### src/gtsa_ram.sv
// generic simple dual-port ram with registered read
`timescale 1ns / 1ps
module gtsa_ram #(
  parameter int WIDTH = 8,
  parameter int DEPTH = 16
) (
  input  logic                     clk,
  input  logic                     we,
  input  logic [$clog2(DEPTH)-1:0] waddr,
  input  logic [WIDTH-1:0]         wdata,
  input  logic                     re,
  input  logic [$clog2(DEPTH)-1:0] raddr,
  output logic [WIDTH-1:0]         rdata
);

  logic [WIDTH-1:0] mem [DEPTH];

  always_ff @(posedge clk) begin
    if (we) begin
      mem[waddr] <= wdata;
    end
    if (re) begin
      rdata <= mem[raddr];
    end
  end

endmodule

### config.mk
export PLATFORM = sky130hd
export DESIGN_NAME = gtsa_ram
export DESIGN_NICKNAME = d
export VERILOG_FILES = /design/src/gtsa_ram.sv
export SDC_FILE = /design/constraint.sdc
export NUM_CORES = 1
export LEC_CHECK = 0
export BUFFER_PORTS_ARGS = -buffer_cell sky130_fd_sc_hd__clkbuf_2
export CELL_PAD_IN_SITES_DETAIL_PLACEMENT = 1
export CELL_PAD_IN_SITES_GLOBAL_PLACEMENT = 1
export CORE_MARGIN = 3
export CORE_UTILIZATION = 45
export CTS_BUF_LIST = sky130_fd_sc_hd__clkbuf_2 sky130_fd_sc_hd__clkbuf_4 sky130_fd_sc_hd__clkbuf_8
export CTS_CLUSTER_DIAMETER = 60
export DETAILED_ROUTE_END_ITERATION = 8
export GPL_TIMING_DRIVEN = 0
export HOLD_SLACK_MARGIN = 0.03
export PLACE_DENSITY_LB_ADDON = 0.1
export SLEW_MARGIN = 30
export SYNTH_ARGS = -nofsm -noshare
export SYNTH_HDL_FRONTEND = slang
export SYNTH_SLANG_ARGS = --single-unit
### constraint.sdc
create_clock -name clk -period 1.6 [get_ports clk]
set_input_delay 0 -clock clk [delete_from_list [all_inputs] [get_ports clk]]
set_output_delay 0 -clock clk [all_outputs]
set_load 0.005 [all_outputs]
* After elaboration in Yosys (flattened, before gate mapping)
Memory sizes are Yosys's and may differ from the RTL's. A register that Yosys moved wholly into a read port is not among the register bits.
Index checks and enable logic that the tools add are counted.
** Storage, ports and cells
- Latch bits :: 0
- Flip-flop bits (word level) :: 0
- Bits of input ports :: 19
- Logic and storage cells :: 3
- ROM bits :: 0
- Memories kept :: 1
- Output and inout port bits :: 8
- Bits in writable memories :: 128
** Operators by class
- Equal/unequal tests :: 0
- Reductions and logical operators :: 0
- Shift operators :: 0
- Div/mod/pow operators :: 0
- Bitwise gates (word level) :: 0
- Multipliers :: 0
- $lt $le $gt $ge :: 0
- Add/subtract/negate cells :: 0
- Multiplexer cells :: 2
** Memories
- mem :: depth 16, width 8, rd ports 1, clocked after memory_dff 1, write ports 1, line 16 : logic [WIDTH-1:0] mem [DEPTH];
** Operators by type and width (count)
- 1-bit 2-to-1 mux :: 2

* Longest topological paths before layout
- Depth after elaboration :: 2
- Mapped depth :: 5
- Mapped depth without buffers :: 3

* Least setup slack after synthesis
OpenSTA, ideal clock, no wires.
- Kind :: in2reg
- From :: input waddr[2]
- To :: memory mem[0][0] (enable)
- Stages on the path :: 2
- Data arrival time :: 1.110 ns
- Data required time :: 1.217 ns
- Buffers on the path :: 0
- Path slack :: 0.107 ns
- Library setup time :: 0.383 ns
- Cell sequence :: or3b_2 -> nor3_1
** RTL lines
- start: declaration :: line 9 : input logic [$clog2(DEPTH)-1:0] waddr,
- end: declaration :: line 16
No word-level cell before the write port.

==> out/qor.yml <==
setup_path:
  arrival_ns: 1.70
  crit_start: "mem[6][4]"
  max_stage_delay_ns: 0.50
  critPathSlowestCell: "mux4_2"
  critical_path.endpoint_type: "flop"
  r2r_start: "mem[6][4]"
  cp-start-kind: "flop"
  critPathRequiredTime_ns: 1.75
  worstSetupPathType: "flop to flop"
  worstPathMaxFanout: 1
  cp_cell_sequence: "mux4_2 -> a22oi_1 -> nand2_1"
timing:
  tightest_slew_ns: 0.921
  fin_worst_skew_ns: 0.0144
  setup_violations: 0
  layout_worst_path_cycle_share: 0.963
  hold_viol_final: 0
  slew_headroom: 0.384
  fmax_ghz: 0.649
  rsz0062_at_grt: "false"
  fin_hold_ws_ns: 0.0406
  final_max_slew_viol_count: 0
  period_needed_ns: 1.54
clocking:
  clock_latency_ns: 0.43
  postCtsSetupRepairBufs: 0
  cts_buffers: 17
  clock_path_buffers: 2
  cts_tree: "done"
  clkSlewWorstSetupHoldPaths_ns: 0.07
  root_buffer: "clkbuf_8"
  clock-sinks: 136
  cts_max_level: 4
power:
  vdd_ir_drop_max_mv: 0.516
  finalPower_mw: 7.60
  p_per_area_nw_per_um2: 1260
  leakagePower_nw: 2.00
yosys:
  synth_cell_types: 18
  yosys-top-cells-count: "136 x edfxtp_1, 18 x mux4_2, 16 x a22oi_1"
  synthMostInstantiatedCell: "edfxtp_1"
  syn-num-nets: 248
  syn_area_sq_um: 5230
  synth_area_leader_cell: "edfxtp_1"
  synthTopCellsByArea: "edfxtp_1 78%, mux4_2 7.8%, mux4_1 7.0%"
  ys_warn_count: 0
  synth_top_area_frac: 0.781
  seq_area_frac_synth: 0.781
  synthFlopType: "edfxtp_1"
  ys_ff_latch: 136
  async_reset_ff_frac: 0
  avgSynthCellArea_sq_um: 22.8
  synth_edf_count: 136
  synthCells: 229
place:
  portBuffers: 25
  dpl_cell_area_sq_um: 5550
  hpwl_um: 6810
  gp_congestion: 0.679
grt:
  grt_max_degree: 17
  grt_pass1_vias: 2546
  antenna_found_initial: 0
  grt_first_pass_wirelength_um: 15700
  grt.total_usage: 0.175
  grt_overflow_total: 0
cells_and_area:
  multi_input_area_sq_um: 1090
  design_area_sq_um: 6030
  areaGrowthSynthToFinish_pct: 15.4
  layout-drive-gt1-share: 0.316
  antenna_cells: 0
  utilization: 0.545
  final_nets: 294
  seqCellArea_sq_um: 4080
  fill_cells: 978
floorplan:
  core_sq_um: 11100
  start_util: 0.472
  die_height_um: 114
  die_x_um: 114
  dieArea_sq_um: 12900
  rows: 38
  io_pins: 27
route:
  drtIter0Drc: 96
  wl_per_cell_um: 24.4
  first_pass_iters: 4
  route.vias.total: 2394
  ant_nets: 0
  drc_errors: 0
  finalWirelength_um: 10400
  vias_per_cell: 5.59
worst_hold_path:
  worstHoldStart: "wdata[5]"
  hp-class: "primary input to flop"
job:
  drv_cap: 0
run_status:
  status: "complete, no violations"
==> path summary, 6_finish.rpt <==
kind / slack [ns] / end / depth (start not counted)
max: 0.06 / rdata[4] / 3
min: 0.04 / mem[6][5] / 1
max reg2reg: 0.06 / rdata[4] / 3
min reg2reg: 0.77 / rdata[0] / 3
==> stage by stage <==
| step | TNS [ns] | std cells | worst slack, ns |
|---|---|---|---|
| final | 0 | 428 | 0.0594 |
| after global routing | 0 | 428 | 0.0214 |
| after CTS | 0 | 428 | 0.00504 |
| after detailed placement | -3.72 | 394 | -0.142 |
| after global placement | -9.28 | 394 | -0.497 |
| after floorplan | 0 | 229 | 0.107 |
==> power by group <==
| part | switching [mW] | leakage (nW) | internal [mW] | total [mW] |
|---|---|---|---|---|
| clock | 1.32 | 0.224 | 1.86 | 3.19 |
| combinational | 0.231 | 0.536 | 0.159 | 0.390 |
| sequential | 0.0177 | 1.24 | 4.01 | 4.03 |
| total | 1.57 | 2.00 | 6.03 | 7.60 |
==> layer usage <==
layer | part of all wire | up-vias | wire length [um] | GRT usage
li1 | - | 1076 | - | -
met1 | 0.47 | 1256 | 4890 | 0.250
met2 | 0.49 | 50 | 5080 | 0.268
met3 | 0.035 | 12 | 361 | 0.0340
met4 | 0.011 | 0 | 118 | 0.0721
met5 | 0 | - | 0 | 0
==> state kept, by name (all words and copies together) (netlist names) <==
name,cells
mem,128
rdata,8
==> layout make-up <==
type,instances,area share
multi-input cells,83,0.180
clock buffers,17,0.0388
flip-flops and latches,136,0.677
well taps,140,0.0290
plain buffers,10,0.0143
repair buffers,27,0.0241
clock inverters,15,0.0369
==> cells in the final DEF (no fill, tap or decap), types with 4 or more instances in the layout <==
cell | netlist | routed
edfxtp_1 | 136 | 136
clkbuf_2 | 0 | 25
mux4_2 | 18 | 18
clkbuf_8 | 0 | 17
a22oi_1 | 16 | 14
mux4_1 | 14 | 14
nor2_1 | 13 | 13
nand2_1 | 9 | 9
bufinv_16 | 0 | 5
nor3_2 | 0 | 4
==> timing repair <==
item	4_1_cts	5_1_grt
hold buffers	2	0
gates resized for setup	0	2
hold endpoints to repair	24	0
endpoints found under the setup margin	0	2
==> cell families (layout without fill, tap and decap cells) <==
logic type	Yosys count	in the layout	share of synthesized area
DFF	136	136	0.781
and+or+nand+nor	35	35	0.0314
muxes	32	32	0.148
AOI/OAI and AO/OA	16	16	0.0230
buffers and inverters	10	69	0.0165
==> critical path: cells and delay by family, from the launching register on <==
family | cells | cell delay (ns)
AO/OA/AOI/OAI | 1 | 0.27
AND/OR/NAND/NOR | 1 | 0.13
multiplexers | 1 | 0.50
flip-flops | 1 | 0.37
Power figures use the tool's default switching activity.
