<file path="config.mk">
export PLATFORM = sky130hd
export DESIGN_NAME = gtsa_slot_logic
export DESIGN_NICKNAME = d
export VERILOG_FILES = /design/src/gtsa_pkg.sv /design/src/gtsa_slot_logic.sv
export SDC_FILE = /design/constraint.sdc
export NUM_CORES = 1
export LEC_CHECK = 0
export BUFFER_PORTS_ARGS = -buffer_cell sky130_fd_sc_hd__buf_2
export CORE_AREA = 2 2 192 194
export DETAILED_ROUTE_END_ITERATION = 10
export DIE_AREA = 0 0 194 196
export PLACE_DENSITY = 0.47
export SYNTH_ARGS = -nofsm -noshare
export SYNTH_HDL_FRONTEND = slang
export SYNTH_SLANG_ARGS = --single-unit
</file>
<file path="constraint.sdc">
create_clock -name vclk -period 6.55
set_input_delay 1.31 -clock vclk [all_inputs]
set_output_delay 1.31 -clock vclk [all_outputs]
set_load 0.005 [all_outputs]
</file>
<file path="src/gtsa_pkg.sv">
// package: sizes, codes and structs of the slot allocator
`timescale 1ns / 1ps
package gtsa_pkg;

  localparam int SLOTS     = 1024;   // power of two
  localparam int GEN_SHIFT = 12;

  localparam int IDX_W     = $clog2(SLOTS);
  localparam int HEAD_W    = IDX_W + 1;
  localparam int IDENT_W   = 31;
  localparam int SUM_W     = IDENT_W + 1;
  localparam int RUNS_W    = 32;
  localparam int OUT_IDX_W = 10;
  localparam int MODE_W    = 2;
  localparam int STAT_W    = 2;

  localparam logic [HEAD_W-1:0] NULL_SLOT = HEAD_W'(SLOTS);
  localparam logic [SUM_W-1:0]  GEN_INC   = SUM_W'(1) << GEN_SHIFT;
  localparam logic [SUM_W-1:0]  GEN_MASK  = ~SUM_W'(SLOTS - 1);

  typedef enum logic [MODE_W-1:0] {
    MODE_ALLOC  = 2'd0,
    MODE_FREE   = 2'd1,
    MODE_LOOKUP = 2'd2,
    MODE_RUN    = 2'd3
  } mode_t;

  typedef enum logic [STAT_W-1:0] {
    STAT_OK     = 2'd0,
    STAT_BAD    = 2'd1,
    STAT_NOFREE = 2'd2
  } status_t;

  // the table keeps free or runnable; running is the current-slot register
  typedef enum logic [1:0] {
    SLOT_FREE     = 2'd0,
    SLOT_RUNNABLE = 2'd1
  } slot_status_t;

  typedef struct packed {
    logic [IDENT_W-1:0] ident;
    slot_status_t       status;
    logic [IDENT_W-1:0] parent;
    logic [RUNS_W-1:0]  runs;
    logic [HEAD_W-1:0]  next;
  } slot_entry_t;

  typedef struct packed {
    mode_t              mode;
    logic [IDENT_W-1:0] env_ident;
    logic [IDENT_W-1:0] parent_ident;
    logic               check_perm;
  } req_t;

  typedef struct packed {
    logic [HEAD_W-1:0]  head;
    logic [HEAD_W-1:0]  fill;
    logic [HEAD_W-1:0]  current;
    logic [IDENT_W-1:0] cur_ident;
  } ctx_t;

  typedef struct packed {
    status_t              status;
    logic                 found;
    logic [IDENT_W-1:0]   ident;
    logic [OUT_IDX_W-1:0] slot_index;
    logic [RUNS_W-1:0]    runs;
  } result_t;

  typedef struct packed {
    logic        we;
    slot_entry_t wentry;
    ctx_t        ctx;
    result_t     result;
  } upd_t;

endpackage

</file>
<file path="src/gtsa_slot_logic.sv">
// per-operation evaluation: entry update, free list, current slot and result
`timescale 1ns / 1ps
module gtsa_slot_logic (
  input  gtsa_pkg::req_t                req,
  input  logic [gtsa_pkg::IDX_W-1:0]    idx,
  input  gtsa_pkg::slot_entry_t         rd,
  input  gtsa_pkg::ctx_t                ctx,
  output gtsa_pkg::upd_t                upd
);

  logic                          fresh;
  logic                          live;
  logic [gtsa_pkg::HEAD_W-1:0]   idx_ext;
  logic [gtsa_pkg::IDENT_W-1:0]  ident_old;
  logic [gtsa_pkg::SUM_W-1:0]    gen_sum;
  logic [gtsa_pkg::SUM_W-1:0]    gen;
  logic [gtsa_pkg::IDENT_W-1:0]  new_ident;
  logic                          cur_valid;
  logic                          cur_hit;

  assign idx_ext   = gtsa_pkg::HEAD_W'(idx);
  // slots at or above the fill mark were never allocated: zero ident, free, next is idx+1
  assign fresh     = idx_ext >= ctx.fill;
  assign live      = !fresh && (rd.status != gtsa_pkg::SLOT_FREE);
  assign ident_old = fresh ? '0 : rd.ident;
  assign gen_sum   = gtsa_pkg::SUM_W'(ident_old) + gtsa_pkg::GEN_INC;

  always_comb begin
    gen = gen_sum & gtsa_pkg::GEN_MASK;
    // fall back to base generation on wrap into the sign bit
    if (gen == '0 || gen[gtsa_pkg::IDENT_W]) begin
      gen = gtsa_pkg::GEN_INC;
    end
  end

  assign new_ident = gtsa_pkg::IDENT_W'(gen | gtsa_pkg::SUM_W'(idx));
  assign cur_valid = ctx.current < gtsa_pkg::NULL_SLOT;
  assign cur_hit   = idx_ext == ctx.current;

  always_comb begin
    upd                   = '0;
    upd.wentry            = rd;
    upd.ctx               = ctx;
    upd.result.status     = gtsa_pkg::STAT_BAD;

    case (req.mode)
      gtsa_pkg::MODE_ALLOC: begin
        if (ctx.head >= gtsa_pkg::NULL_SLOT) begin
          upd.result.status = gtsa_pkg::STAT_NOFREE;
        end else begin
          upd.we                = 1'b1;
          upd.wentry.ident      = new_ident;
          upd.wentry.status     = gtsa_pkg::SLOT_RUNNABLE;
          upd.wentry.parent     = req.parent_ident;
          upd.wentry.runs       = '0;
          upd.ctx.head          = fresh ? idx_ext + gtsa_pkg::HEAD_W'(1) : rd.next;
          upd.ctx.fill          = fresh ? ctx.fill + gtsa_pkg::HEAD_W'(1) : ctx.fill;
          if (cur_hit) begin
            upd.ctx.cur_ident = new_ident;
          end
          upd.result.status     = gtsa_pkg::STAT_OK;
          upd.result.found      = 1'b1;
          upd.result.ident      = new_ident;
          upd.result.slot_index = gtsa_pkg::OUT_IDX_W'(idx);
        end
      end
      gtsa_pkg::MODE_FREE: begin
        if (live) begin
          upd.we                = 1'b1;
          upd.wentry.status     = gtsa_pkg::SLOT_FREE;
          upd.wentry.next       = ctx.head;
          upd.ctx.head          = idx_ext;
          upd.result.status     = gtsa_pkg::STAT_OK;
          upd.result.found      = 1'b1;
          upd.result.ident      = rd.ident;
          upd.result.slot_index = gtsa_pkg::OUT_IDX_W'(idx);
        end
      end
      gtsa_pkg::MODE_LOOKUP: begin
        if (req.env_ident == '0) begin
          // zero means the current slot, no permission check
          upd.result.status = gtsa_pkg::STAT_OK;
          if (cur_valid) begin
            upd.result.found      = 1'b1;
            upd.result.ident      = ctx.cur_ident;
            upd.result.slot_index = gtsa_pkg::OUT_IDX_W'(ctx.current);
          end
        end else if (live && rd.ident == req.env_ident &&
                     (!req.check_perm || cur_hit ||
                      (cur_valid && rd.parent == ctx.cur_ident))) begin
          upd.result.status     = gtsa_pkg::STAT_OK;
          upd.result.found      = 1'b1;
          upd.result.ident      = rd.ident;
          upd.result.slot_index = gtsa_pkg::OUT_IDX_W'(idx);
        end
      end
      gtsa_pkg::MODE_RUN: begin
        if (live) begin
          upd.we                = 1'b1;
          upd.wentry.runs       = rd.runs + gtsa_pkg::RUNS_W'(1);
          upd.ctx.current       = idx_ext;
          upd.ctx.cur_ident     = rd.ident;
          upd.result.status     = gtsa_pkg::STAT_OK;
          upd.result.found      = 1'b1;
          upd.result.ident      = rd.ident;
          upd.result.slot_index = gtsa_pkg::OUT_IDX_W'(idx);
          upd.result.runs       = rd.runs + gtsa_pkg::RUNS_W'(1);
        end
      end
      default: begin
        upd.result.status = gtsa_pkg::STAT_BAD;
      end
    endcase
  end

endmodule

</file>
Yosys cells after proc, flatten, opt, wreduce, memory -nomap -nowiden --
Index checks and enable logic that the tools add are counted. Widths: inputs -> output; s select.
Storage, ports and cells: bits in read-only memories 0, bits in writable memories 0, bits of input ports 246, bits in latches 0, register bits after elaboration 0, memories 0, output and inout port bits 248
Cells by class: div/mod/pow operators 0, $mul 0, equality and inequality tests 6, bitwise logic cells 1, muxes and demuxes 31, shifts and indexed selects 0, reduce and logical (&&, ||, !) cells 14, add/sub/neg operators 4, order comparisons 3
Operators with widths (count):
- $mux 31 | 6
- $pmux 44 s4 | 1
- $mux 43 | 3
- $mux 118 | 1
- $mux 97 | 1
- $mux 42 | 2
- $mux 32 | 2
- $pmux 32 s2 | 1
- $eq 31x31->1 | 2
- $pmux 31 s2 | 1
- $mux 11 | 5
- $mux 22 | 2
- $add 31x13->32 const B | 1
- $add 32x1->32 const B | 1
- $logic_not 32->1 | 1
- $logic_not 31->1 | 1
- $or 31x10->31 | 1
- $pmux 11 s2 | 1
- $add 10x1->11 const B | 1
- $add 11x1->11 const B | 1
- $eq 10x11->1 | 1
- $ge 10x11->1 | 1
- $ge 11x11->1 const B | 1
- $lt 11x11->1 const B | 1
- 12 further kinds | 20

Logic depth before layout (Yosys ltp) --
depth in word-level cells 10, gate-level depth with buffers 16, gate-level depth less buffers 14

Worst setup path after synthesis --
OpenSTA, ideal clock, no wires.
path type input-to-output, from input ctx[50] in the netlist's numbering, to output upd[232] in the netlist's numbering, required time 5.240 ns, stages 16, data arrival time 4.283 ns, path slack 0.957 ns, cells stage by stage inv_1 ha_1 a211oi_1 nor3_1 a31oi_4 and3_1 ha_1 buf_6 and4_4 buf_6 a211oi_2 o2111a_1 nand4_2 nor4b_4 a21oi_1 a221o_1
RTL lines:
- start: declaration | line gtsa_slot_logic.sv:7 | input gtsa_pkg::ctx_t ctx,
- end: declaration | line gtsa_slot_logic.sv:8 | output gtsa_pkg::upd_t upd

==> results.py <==
metrics = {
    "status": {
        "status": "completed",
    },
    "synthesis": {
        "ys_seq_area_share_pct": 0,
        "netlist_instances": 1112,
        "synthDistinctLibCells": 72,
        "synth.most_common_cell": "nand2_1",
        "avgSynthCellArea_um2": 6.013,
        "synth.largest_area_cell": "nand2_1",
        "synth_top_area_share_pct": 11.45,
        "synth_fp_nets": 1378,
        "synthTopCellsByCount": "204 x nand2_1, 100 x o21ai_0, 78 x nor2_1",
        "synth_area_um2": 6686,
        "ys_warn_count": 0,
        "synth_area_leaders": "nand2_1 11%, xor2_1 9.2%, o21ai_0 7.5%",
    },
    "layout": {
        "regArea_um2": 0,
        "insertedDiodeCount": 0,
        "nClkBuffers": 0,
        "drive_above_1_share_pct": 36.33,
        "nFlopsAndLatches": 0,
        "syn_to_final_growth_pct": 44.18,
        "fin_nets": 1823,
    },
    "sta": {
        "report.final.slew_viol_count": 0,
        "timing.final.crit_share_pct": 93.76,
        "setup-violations-final": 0,
        "hold_viol_final": 0,
        "relSlewSlack_pct": 38.00,
        "rsz0062_at_grt": "false",
        "timing.fmax_mhz": 162.8,
        "fin_crit_ns": 6.141,
        "finalSetupTns_ns": 0,
        "worst_slew_pin_slew_ns": 0.9299,
    },
    "global_route": {
        "overflow": 0,
        "grt_usage_pct": 23.11,
        "grt_max_degree": 59,
        "grt_pass1_vias": 10079,
        "antenna_found_initial": 1,
        "grt_pass1_wl_um": 66960,
    },
    "worst_setup_path": {
        "startpoint_type": "input port",
        "required_ns": 5.24,
        "worst-setup-path-type": "in2out",
        "critPathLaunch": "idx[0]",
        "crit_path_end": "upd[54]",
        "cp_max_fo": 9,
        "critPathArrivalTime_ns": 4.83,
        "cp-end-kind": "output port",
    },
    "placed_design": {
        "dp_hpwl_um": 39740,
        "gp_congestion": 0.9320,
        "port_buffers": 494,
    },
    "hold_path": {
        "hp-class": "in2out",
    },
    "floorplanning": {
        "core_area_um2": 36080,
        "dieHeight_um": 196,
        "fp-row-count": 70,
        "design.die.area_um2": 38020,
        "num_io_pins": 494,
        "die-width_um": 194,
        "start_util_pct": 18.53,
    },
    "detailed_routing": {
        "vias_per_cell": 5.218,
        "num_vias": 10557,
        "ant_nets": 0,
        "firstDrtPassIters": 5,
        "wl_per_cell_um": 23.34,
        "drc": 0,
        "drt-initial-drc-count": 788,
        "postRouteWirelength_um": 47220,
    },
    "power": {
        "p_comb_share_pct": 100.0,
        "pwr-share-seq_pct": 0,
        "total_power_mw": 0.7651,
        "leakage_nw": 4.931,
        "clockPowerShare_pct": 0,
        "ir_worst_vdd_mv": 0.02867,
        "switching_power_mw": 0.4654,
        "p_int_mw": 0.2998,
        "swShare_pct": 60.82,
        "power_density_nw_per_um2": 79.37,
    },
    "cts": {
        "hold_buffers": 0,
    },
    "flow_run": {
        "max_cap_viol_count": 0,
    },
}
[metal layers]
layer	vias to the layer above	part of all wire [%]	global-route usage [%]
li1	4875	-	-
met1	5022	42	30.12
met2	586	47	39.98
met3	72	7.9	3.455
met4	2	2.7	5.471
met5	-	0.017	0
[worst max-delay path, cell delays in order]
cell and delay, ns:
buf_2 0.14, inv_1 0.08, ha_1 0.29, nor2b_1 0.13, o21ai_1 0.17, a31oi_4 0.29, and3_1 0.24, ha_2 0.31
nand4_1 0.16, nor3_1 0.26, xnor2_1 0.23, nand4_1 0.20, nor4b_4 0.33, a21oi_1 0.17, a211oi_1 0.32, buf_2 0.18
[how the worst min path moves through the flow]
stage	startpoint	end	slack, ns	cells past startpoint
floorplan	ctx[42]	upd[118]	2.68	1
global placement	req[17]	upd[199]	2.87	4
detailed placement	req[30]	upd[212]	2.87	4
CTS	req[17]	upd[199]	2.87	4
global route	req[16]	upd[198]	2.89	4
finish	req[12]	upd[194]	2.87	4
[per-stage QoR]
stage	instances	utilization (%)	worst slack, ns	instance area (µm²)	hold WS [ns]
3_3_place_gp	2023	26.71	0.3613	9638	2.868
4_1_cts	2023	26.71	0.3131	9638	2.874
5_1_grt	2023	26.72	0.05830	9641	2.892
6_report	2023	26.72	0.4087	9641	2.870
2_1_floorplan	1112	-	0.9573	6686	2.675
3_5_place_dp	2023	26.71	0.3272	9638	2.873
[cell usage in the layout (no fill, tap or decap), drive strengths merged, types with 29 or more instances in the layout]
| cell type | instances |
|---|---|
| inv | 55 |
| o21ai | 107 |
| xor2 | 70 |
| nor2 | 78 |
| nand4 | 29 |
| nand2 | 205 |
| nor4 | 29 |
| buf | 527 |
| xnor2 | 57 |
| nand3 | 43 |
| a21oi | 44 |
[area by class of cell]
type                            count  area, µm²
Tap cell                          468      585.6
Multi-Input combinational cell    972       6100
Fill cell                        4181      26440
Inverter                           56      210.2
Timing Repair Buffer              527       2745
[cells by family (layout without fill, tap and decap cells)]
logic type / Yosys count / count (layout) / share of synthesized area (%)
AOI/OAI and AO/OA: 310 / 310 / 31.76
and+or+nand+nor: 505 / 505 / 37.11
buffers and inverters: 140 / 583 / 9.132
adders and majority gates: 20 / 20 / 3.743
muxes: 10 / 10 / 1.628
xor gates and xnor gates: 127 / 127 / 16.64
[power groups by stage]
stage	registers (mW)	clock network, mW	logic, mW
detailed placement	0	0	0.761
global placement	0	0	0.761
global route	0	0	0.826
finish	0	0	0.765
CTS	0	0	0.764
floorplan	0	0	0.351
[timing repair]
action	CTS	global route
buffers inserted	0	0
setup endpoints to repair	0	2
resized for setup	0	1
No activity file was read; power rests on OpenSTA's default activity.
